==> config.mk <==
export PLATFORM = sky130hd
export DESIGN_NAME = ultrasonic_ranger_with_led_display_unit
export DESIGN_NICKNAME = d
export VERILOG_FILES = /design/src/urld_pkg.sv /design/src/urld_echo_timer.sv /design/src/ultrasonic_ranger_with_led_display_unit.sv
export SDC_FILE = /design/constraint.sdc
export NUM_CORES = 1
export LEC_CHECK = 0
export BUFFER_PORTS_ARGS = -buffer_cell sky130_fd_sc_hd__buf_2
export CORE_MARGIN = 10
export CORE_UTILIZATION = 35
export CTS_BUF_LIST = sky130_fd_sc_hd__clkbuf_16
export DETAILED_ROUTE_END_ITERATION = 16
export SKIP_LAST_GASP = 1
export SLEW_MARGIN = 20
export SYNTH_ARGS = -nofsm -noshare
export SYNTH_HDL_FRONTEND = slang
export SYNTH_SLANG_ARGS = --single-unit
==> constraint.sdc <==
create_clock -name i_clk -period 10.6 [get_ports i_clk]
set_input_delay 1.06 -clock i_clk [delete_from_list [all_inputs] [get_ports i_clk]]
set_output_delay 1.06 -clock i_clk [all_outputs]
set_load 0.1 [all_outputs]
==> src/urld_pkg.sv <==
`timescale 1ns / 1ps
// Shared types, constants and the segment decoder for the ultrasonic ranger.
// No dependencies; imported by urld_echo_timer and the top level.
package urld_pkg;

    localparam int DIST_W   = 11;
    localparam int CODE_W   = 4;
    localparam int ACC_W    = 10;
    localparam int SCAN_W   = 16;
    localparam int STEPS_W  = 10;
    localparam int TRIG_W   = 8;
    localparam int CFG_IDX_W = 2;
    localparam int CFG_DATA_W = 16;

    localparam logic [DIST_W-1:0] DIST_MAX  = 11'd2047;
    // distance = count * 17 / 1000, tracked as a running remainder
    localparam logic [ACC_W:0]    ACC_STEP  = 11'd17;
    localparam logic [ACC_W:0]    ACC_MOD   = 11'd1000;
    localparam logic [CODE_W-1:0] DASH_CODE = 4'd10;
    localparam logic [7:0]        DP_MASK   = 8'h7F;
    localparam logic [7:0]        SEG_OFF   = 8'hFF;

    localparam logic [CFG_IDX_W-1:0] CFG_SCAN_PERIOD      = 2'd0;
    localparam logic [CFG_IDX_W-1:0] CFG_TRIGGER_INTERVAL = 2'd1;
    localparam logic [CFG_IDX_W-1:0] CFG_TRIGGER_WIDTH    = 2'd2;
    localparam logic [CFG_IDX_W-1:0] CFG_MAX_RANGE        = 2'd3;

    typedef struct packed {
        logic              done;
        logic              range_bad;
        logic [DIST_W-1:0] distance;
    } t_meas;

    // active-low common-anode pattern, bit7 point, bits0-6 a-g
    function automatic logic [7:0] seg_code(input logic [CODE_W-1:0] code);
        logic [7:0] seg;
        unique case (code)
            4'd0:    seg = 8'hC0;
            4'd1:    seg = 8'hF9;
            4'd2:    seg = 8'hA4;
            4'd3:    seg = 8'hB0;
            4'd4:    seg = 8'h99;
            4'd5:    seg = 8'h92;
            4'd6:    seg = 8'h82;
            4'd7:    seg = 8'hF8;
            4'd8:    seg = 8'h80;
            4'd9:    seg = 8'h90;
            4'd10:   seg = 8'hBF;
            default: seg = SEG_OFF;
        endcase
        return seg;
    endfunction

endpackage

==> src/urld_echo_timer.sv <==
`timescale 1ns / 1ps
// Echo pulse timer: counts ticks while echo is high and keeps the distance and
// its decimal digits up to date incrementally. Depends on urld_pkg.
module urld_echo_timer #(
    parameter int COUNT_BITS = 16,
    parameter int NUM_DIGITS = 3
) (
    input  logic                        i_clk,
    input  logic                        i_rst_n,
    input  logic                        i_step,
    input  logic                        i_echo,
    input  logic [urld_pkg::DIST_W-1:0] i_max_range,
    output urld_pkg::t_meas             o_meas,
    output logic [urld_pkg::CODE_W-1:0] o_next_codes [NUM_DIGITS]
);
    import urld_pkg::*;

    logic                  r_echo_prev, n_echo_prev;
    logic [COUNT_BITS-1:0] r_count, n_count;
    logic                  r_ovf, n_ovf;
    logic [ACC_W-1:0]      r_acc, n_acc;
    logic [DIST_W-1:0]     r_quot, n_quot;
    logic [CODE_W-1:0]     r_bcd [NUM_DIGITS];
    logic [CODE_W-1:0]     n_bcd [NUM_DIGITS];
    logic [CODE_W-1:0]     r_codes [NUM_DIGITS];
    logic [CODE_W-1:0]     n_codes [NUM_DIGITS];
    t_meas                 r_meas, n_meas;

    logic [COUNT_BITS-1:0] count_inc;
    logic [ACC_W:0]        acc_sum;
    logic [CODE_W-1:0]     bcd_inc [NUM_DIGITS];
    logic                  range_bad;

    assign count_inc = r_count + COUNT_BITS'(1);
    assign acc_sum   = {1'b0, r_acc} + ACC_STEP;
    assign range_bad = (r_quot >= i_max_range) || r_ovf;

    // decimal increment of the low digits, ones digit last in the array
    always_comb begin
        logic carry;
        carry = 1'b1;
        for (int k = NUM_DIGITS - 1; k >= 0; k--) begin
            if (carry && (r_bcd[k] == 4'd9)) begin
                bcd_inc[k] = '0;
            end else if (carry) begin
                bcd_inc[k] = r_bcd[k] + 4'd1;
                carry = 1'b0;
            end else begin
                bcd_inc[k] = r_bcd[k];
            end
        end
    end

    always_comb begin
        n_echo_prev = r_echo_prev;
        n_count     = r_count;
        n_ovf       = r_ovf;
        n_acc       = r_acc;
        n_quot      = r_quot;
        n_bcd       = r_bcd;
        n_codes     = r_codes;
        n_meas      = r_meas;
        if (i_step) begin
            n_echo_prev  = i_echo;
            n_meas.done  = 1'b0;
            if (i_echo) begin
                n_count = count_inc;
                if (count_inc == '0) begin
                    // counter wrapped: distance restarts from zero
                    n_ovf  = 1'b1;
                    n_acc  = '0;
                    n_quot = '0;
                    for (int k = 0; k < NUM_DIGITS; k++) n_bcd[k] = '0;
                end else if (acc_sum >= ACC_MOD) begin
                    n_acc  = ACC_W'(acc_sum - ACC_MOD);
                    n_quot = (r_quot == DIST_MAX) ? r_quot : r_quot + DIST_W'(1);
                    n_bcd  = bcd_inc;
                end else begin
                    n_acc = ACC_W'(acc_sum);
                end
            end else if (r_echo_prev) begin
                // falling edge: latch the measurement
                n_meas.done      = 1'b1;
                n_meas.range_bad = range_bad;
                n_meas.distance  = r_quot;
                for (int k = 0; k < NUM_DIGITS; k++) begin
                    n_codes[k] = range_bad ? DASH_CODE : r_bcd[k];
                    n_bcd[k]   = '0;
                end
                n_count = '0;
                n_ovf   = 1'b0;
                n_acc   = '0;
                n_quot  = '0;
            end
        end
    end

    always_ff @(posedge i_clk) begin
        if (!i_rst_n) begin
            r_echo_prev <= 1'b0;
            r_count     <= '0;
            r_ovf       <= 1'b0;
            r_acc       <= '0;
            r_quot      <= '0;
            r_meas      <= '0;
            for (int k = 0; k < NUM_DIGITS; k++) begin
                r_bcd[k]   <= '0;
                r_codes[k] <= '0;
            end
        end else begin
            r_echo_prev <= n_echo_prev;
            r_count     <= n_count;
            r_ovf       <= n_ovf;
            r_acc       <= n_acc;
            r_quot      <= n_quot;
            r_meas      <= n_meas;
            r_bcd       <= n_bcd;
            r_codes     <= n_codes;
        end
    end

    assign o_meas       = r_meas;
    assign o_next_codes = n_codes;

endmodule

==> src/ultrasonic_ranger_with_led_display_unit.sv <==
`timescale 1ns / 1ps
// Top level of the ultrasonic ranger: handshake, configuration, display scan
// and trigger generation. Depends on urld_pkg and urld_echo_timer.
//
//  channel | direction | handshake                  | payload
//  --------+-----------+----------------------------+----------------------------------
//  in      | input     | i_in_valid / o_in_ready    | i_echo_level
//  out     | output    | o_out_valid / i_out_ready  | o_trigger_out .. o_out_of_range
//  cfg     | input     | i_cfg_we                   | i_cfg_index, i_cfg_data
//
// One tick per cycle while o_in_ready is high: each transfer in produces its
// result in the output register in the cycle after it is accepted.
// Input ready is held low only while a result waits and the output is stalled.
// Synchronous active-low reset clears all state; configuration returns to
// 2000 / 400 / 21 / 700.
module ultrasonic_ranger_with_led_display_unit #(
    parameter int COUNT_BITS = 16,
    parameter int NUM_DIGITS = 3
) (
    input  logic                            i_clk,
    input  logic                            i_rst_n,
    input  logic                            i_in_valid,
    output logic                            o_in_ready,
    input  logic                            i_echo_level,
    output logic                            o_out_valid,
    input  logic                            i_out_ready,
    output logic                            o_trigger_out,
    output logic [7:0]                      o_segments_n,
    output logic [NUM_DIGITS-1:0]           o_digit_select_n,
    output logic [urld_pkg::DIST_W-1:0]     o_distance_cm,
    output logic                            o_measure_done,
    output logic                            o_out_of_range,
    input  logic                            i_cfg_we,
    input  logic [urld_pkg::CFG_IDX_W-1:0]  i_cfg_index,
    input  logic [urld_pkg::CFG_DATA_W-1:0] i_cfg_data
);
    import urld_pkg::*;

    localparam int POS_W = (NUM_DIGITS > 1) ? $clog2(NUM_DIGITS) : 1;

    logic [SCAN_W-1:0]     r_scan_period;
    logic [STEPS_W-1:0]    r_trig_interval;
    logic [TRIG_W-1:0]     r_trig_width;
    logic [DIST_W-1:0]     r_max_range;

    logic                  r_out_valid, n_out_valid;
    logic [SCAN_W-1:0]     r_scan_tick, n_scan_tick;
    logic [STEPS_W-1:0]    r_scan_steps, n_scan_steps;
    logic [TRIG_W-1:0]     r_trig_left, n_trig_left;
    logic [POS_W-1:0]      r_pos, n_pos;
    logic [7:0]            r_segment, n_segment;
    logic [NUM_DIGITS-1:0] r_select, n_select;
    logic                  r_trigger, n_trigger;

    logic                  accept;
    logic [SCAN_W-1:0]     tick_inc;
    logic [STEPS_W-1:0]    steps_inc;
    logic [TRIG_W-1:0]     trig_mid;
    logic [POS_W-1:0]      sel_shift;
    logic                  scan_hit;
    t_meas                 meas;
    logic [CODE_W-1:0]     next_codes [NUM_DIGITS];

    assign o_in_ready = !r_out_valid || i_out_ready;
    assign accept     = i_in_valid && o_in_ready;

    urld_echo_timer #(
        .COUNT_BITS (COUNT_BITS),
        .NUM_DIGITS (NUM_DIGITS)
    ) u_timer (
        .i_clk        (i_clk),
        .i_rst_n      (i_rst_n),
        .i_step       (accept),
        .i_echo       (i_echo_level),
        .i_max_range  (r_max_range),
        .o_meas       (meas),
        .o_next_codes (next_codes)
    );

    assign tick_inc  = r_scan_tick + SCAN_W'(1);
    assign steps_inc = r_scan_steps + STEPS_W'(1);
    assign scan_hit  = tick_inc >= r_scan_period;
    assign sel_shift = POS_W'(NUM_DIGITS - 1) - r_pos;

    always_comb begin
        n_out_valid  = r_out_valid;
        n_scan_tick  = r_scan_tick;
        n_scan_steps = r_scan_steps;
        n_trig_left  = r_trig_left;
        n_pos        = r_pos;
        n_segment    = r_segment;
        n_select     = r_select;
        n_trigger    = r_trigger;
        trig_mid     = r_trig_left;
        if (accept) begin
            n_out_valid = 1'b1;
        end else if (i_out_ready) begin
            n_out_valid = 1'b0;
        end
        if (accept) begin
            n_scan_tick = tick_inc;
            if (scan_hit) begin
                n_scan_tick = '0;
                // digit shown uses the codes as updated by this tick
                n_segment = seg_code(next_codes[r_pos]);
                if (r_pos == '0) n_segment = n_segment & DP_MASK;
                n_select = ~(NUM_DIGITS'(1) << sel_shift);
                n_pos = (r_pos == POS_W'(NUM_DIGITS - 1)) ? '0 : r_pos + POS_W'(1);
                n_scan_steps = steps_inc;
                if (steps_inc >= r_trig_interval) begin
                    n_scan_steps = '0;
                    trig_mid     = r_trig_width;
                end
            end
            // pulse started on this tick is already high
            n_trigger   = (trig_mid != '0);
            n_trig_left = (trig_mid != '0) ? trig_mid - TRIG_W'(1) : trig_mid;
        end
    end

    always_ff @(posedge i_clk) begin
        if (!i_rst_n) begin
            r_scan_period   <= 16'd2000;
            r_trig_interval <= 10'd400;
            r_trig_width    <= 8'd21;
            r_max_range     <= 11'd700;
        end else if (i_cfg_we) begin
            unique case (i_cfg_index)
                CFG_SCAN_PERIOD:      r_scan_period   <= i_cfg_data;
                CFG_TRIGGER_INTERVAL: r_trig_interval <= i_cfg_data[STEPS_W-1:0];
                CFG_TRIGGER_WIDTH:    r_trig_width    <= i_cfg_data[TRIG_W-1:0];
                CFG_MAX_RANGE:        r_max_range     <= i_cfg_data[DIST_W-1:0];
            endcase
        end
    end

    always_ff @(posedge i_clk) begin
        if (!i_rst_n) begin
            r_out_valid  <= 1'b0;
            r_scan_tick  <= '0;
            r_scan_steps <= '0;
            r_trig_left  <= '0;
            r_pos        <= '0;
            r_segment    <= SEG_OFF;
            r_select     <= '1;
            r_trigger    <= 1'b0;
        end else begin
            r_out_valid  <= n_out_valid;
            r_scan_tick  <= n_scan_tick;
            r_scan_steps <= n_scan_steps;
            r_trig_left  <= n_trig_left;
            r_pos        <= n_pos;
            r_segment    <= n_segment;
            r_select     <= n_select;
            r_trigger    <= n_trigger;
        end
    end

    assign o_out_valid      = r_out_valid;
    assign o_trigger_out    = r_trigger;
    assign o_segments_n     = r_segment;
    assign o_digit_select_n = r_select;
    assign o_distance_cm    = meas.distance;
    assign o_measure_done   = meas.done;
    assign o_out_of_range   = meas.range_bad;

endmodule
==> metrics <==
status=finished, final reports clean; largest net degree at the start of global routing=63; fin crit period=5.52 ns; most frequent cells in the layout=190 x nand2_1, 169 x dfxtp_1, 119 x a21oi_1; EDFF count, synth=0; cell count after placement=1521; pwr dens=145 mW/mm2; Post-CTS Setup Inserts=0; layout cells sized above 1=10.5%; combinational family with the most area after synthesis=simple AND/OR/NAND/NOR gates; register area=0.00338 mm2; commonest non-fill, non-tap cell in the layout=nand2_1; post-synth cell types=81; global-route wire length before repair=39.7 mm; Fin Setup TNS=0 ns; Synth Flop Type=dfxtp_1; # fillers=2660; Synth Area in Adders=7.48%; Worst slew margin=36.1%; crit-path max FO=20; fin crit share=52.1%; detailed-route via count=8348; fraction of registers with async set/reset=0%; register share of total power=45.3%; Leak=4.01 nW; clock slew at reported path FFs=0.07 ns; Syn Nets=1267; H-tree depth=4; RSZ-0062 raised after global routing=no; Starting DRT DRC Count=565; Skew-Pair Late Insertion Delay=0.43 ns; Overall Power=1.52 mW; area grow syn2layout=11.4%; Post-Layout Cell Count=1554; post-synthesis mux area share=1.54%; hpwl dp=16.6 mm; Setup WS pre-CTS=5.11 ns; DR WL/cell=15.3 um; Mapped Area=0.00936 mm2; Port Buffers=50; Compound-Gate Fraction of Synth Area=21.9%; clock tree sinks=169; instance count of the mapped netlist=1187; Post-Synth Simple-Gate Area=23.9%; sw power=451 uW; post_cts resized=0; NumNets Final=1285; CP Launch Type=register; max_cap viols=0; Final WS setup=5.08 ns; crit end category=register; vias in the first global route=7963; Final Setup Violations=0; Die ar.=0.0337 mm2; vias per cell=5.37; IO Pins=51; All-Layer GR Usage=14.1%; Seq cells post-synth=169; WP data required=10.94 ns; cell row count=59; final number of max-transition violations=0; classification of the worst-slack hold path=register to register; GR Overflow Total=0; DRT Wirelength=23.7 mm; Vert. Die Dim=184 um; P_int=1.07 mW; Synthesis Warnings=0; CTS Buffer Depth=2; CTS tree=built; Avg Cell Area, Syn=7.89 um2; Hold Fails Final Rpt=0; Seq/Total Area, Yosys=36.1%; Core Box Area=0.0262 mm2; Root Driver=clkbuf_16; Multi-input gate area=0.00552 mm2; GPL Wtd Cong=0.808; Worst VDD drop=0.106 mV; Num CTS Buffers=17; Initial Util=35.7%; Die Wd=184 um; Least-Margin Pin Slew=0.956 ns; Clock power frac=39.4%; DR pass1 iterations=8; Sw Share=29.7%; DRC Markers=0; hold buffer count at cts=0; Clock Skew=0.0120 ns; Routed Antenna Nets=0; antenna violations before repair=0; Synth Area in XOR/XNOR=4.01%; WP data arrival=5.86 ns; Fmax=181 MHz; Logic pwr share=15.2%; crit path kind=register to register
## power by group through the flow
stage          clock network [mW]  registers (mW)  logic [mW]
5_1_grt                     0.636           0.692       0.260
2_1_floorplan                   0           0.710       0.164
3_3_place_gp                    0           0.701       0.227
6_report                    0.598           0.687       0.231
3_5_place_dp                    0           0.701       0.231
4_1_cts                     0.612           0.687       0.232
## critical path, stage by stage, from the launching register on
cell	delay [ns]
dfxtp_1	0.42
ha_1	0.25
and3_1	0.26
nor3b_1	0.42
and3_1	0.29
and3_1	0.26
nand3_1	0.12
xnor2_1	0.16
ha_1	0.30
nand4_1	0.15
nor3_1	0.19
a2111oi_0	0.08
o21ai_1	0.08
buf_4	0.22
and2_1	0.61
mux2i_1	0.35
ha_1	0.31
and2_1	0.17
nand2_1	0.07
mux2_2	0.36
xor2_1	0.16
o31ai_1	0.17
## area by class of cell
| class | count | share of cell area (%) |
|---|---|---|
| Antenna cell | 1 | 0.0240 |
| Clock inverter | 15 | 1.24 |
| Sequential cell | 169 | 32.4 |
| Multi-Input combinational cell | 899 | 52.9 |
| Timing Repair Buffer | 63 | 3.33 |
| Inverter | 55 | 1.99 |
| Tap cell | 335 | 4.02 |
| Clock buffer | 17 | 4.08 |
## sequential cells by signal, indices dropped and copies added, names as in the netlist, 8 cells and up
register and count:
u_timer.r_quot 11, r_trig_left 8, o_segments_n 8, r_scan_steps 10
r_trig_width 8, r_max_range 11, u_timer.o_meas 13, r_scan_tick 16
u_timer.r_acc 10, r_scan_period 16, u_timer.r_count 16, u_timer.r_bcd 12
r_trig_interval 10, u_timer.r_codes 12
## cell families (layout without fill, tap and decap cells)
kind of cell / count (synthesis) / count (layout)
mux: 14 / 14
fa+ha+maj: 56 / 56
other cells: 0 / 1
flops: 169 / 169
compound gates: 315 / 315
buf+inv: 119 / 150
simple gates: 472 / 472
xor+xnor: 42 / 42
## synthesized netlist by cell type, types with 3 or more instances
cell       instances  area [um2]
a211o_1            4        35.0
a211oi_1           7        52.6
a21o_1             7        52.6
a21oi_1          119         596
a22oi_1           11        82.6
a31oi_1            9        56.3
and2_1             8        50.1
and3_1            18         113
buf_1              5        18.8
buf_2              8        40.0
buf_4              3        22.5
clkbuf_1          48         180
dfxtp_1          169        3380
ha_1              56         701
inv_1             55         206
mux2_2             3        33.8
mux2i_1           11         110
nand2_1          190         713
nand2b_1           4        25.0
nand3_1           52         260
nand3b_1          10        75.1
nand4_1           12        75.1
nor2_1            93         349
nor2b_1           10        62.6
nor3_1            23         115
nor3b_1           12        90.1
nor4_1            11        68.8
o2111ai_1          6        52.6
o211a_1            5        50.1
o211ai_1          20         150
o211ai_2           4        50.1
o21ai_0           62         310
o21ai_1            3        15.0
o21ai_2            4        35.0
o221ai_1           5        43.8
o22ai_1            5        31.3
o31a_1             5        43.8
o31ai_1            7        52.6
or2_2              3        18.8
or3_1             10        62.6
xnor2_1           20         175
xor2_1            21         184
## per-stage QoR
stage | hold WS, ns | util (%) | instance area [um2]
final | 0.453 | 39.8 | 10400
after global routing | 0.468 | 39.8 | 10400
after CTS | 0.456 | 39.8 | 10400
after detailed placement | 0.447 | 37.7 | 9870
after global placement | 0.441 | 37.7 | 9870
after floorplan | 0.436 | - | 9360
## worst paths after layout
kind / startpoint / endpoint / slack (ns) / cells past startpoint
min: r_trig_interval[9] / r_trig_interval[9] / 0.45 / 2
max reg2reg: r_scan_tick[0] / r_trig_left[0] / 5.08 / 21
min reg2reg: r_trig_interval[9] / r_trig_interval[9] / 0.45 / 2
max: r_scan_tick[0] / r_trig_left[0] / 5.08 / 21
## layer usage
layer,vias up,GRT usage (%),wire length (um)
li1,4252,-,-
met1,3927,18.2,11200
met2,150,23.6,11100
met3,19,2.81,1100
met4,0,3.41,247
met5,-,0,0
Power figures use the tool's default switching activity.
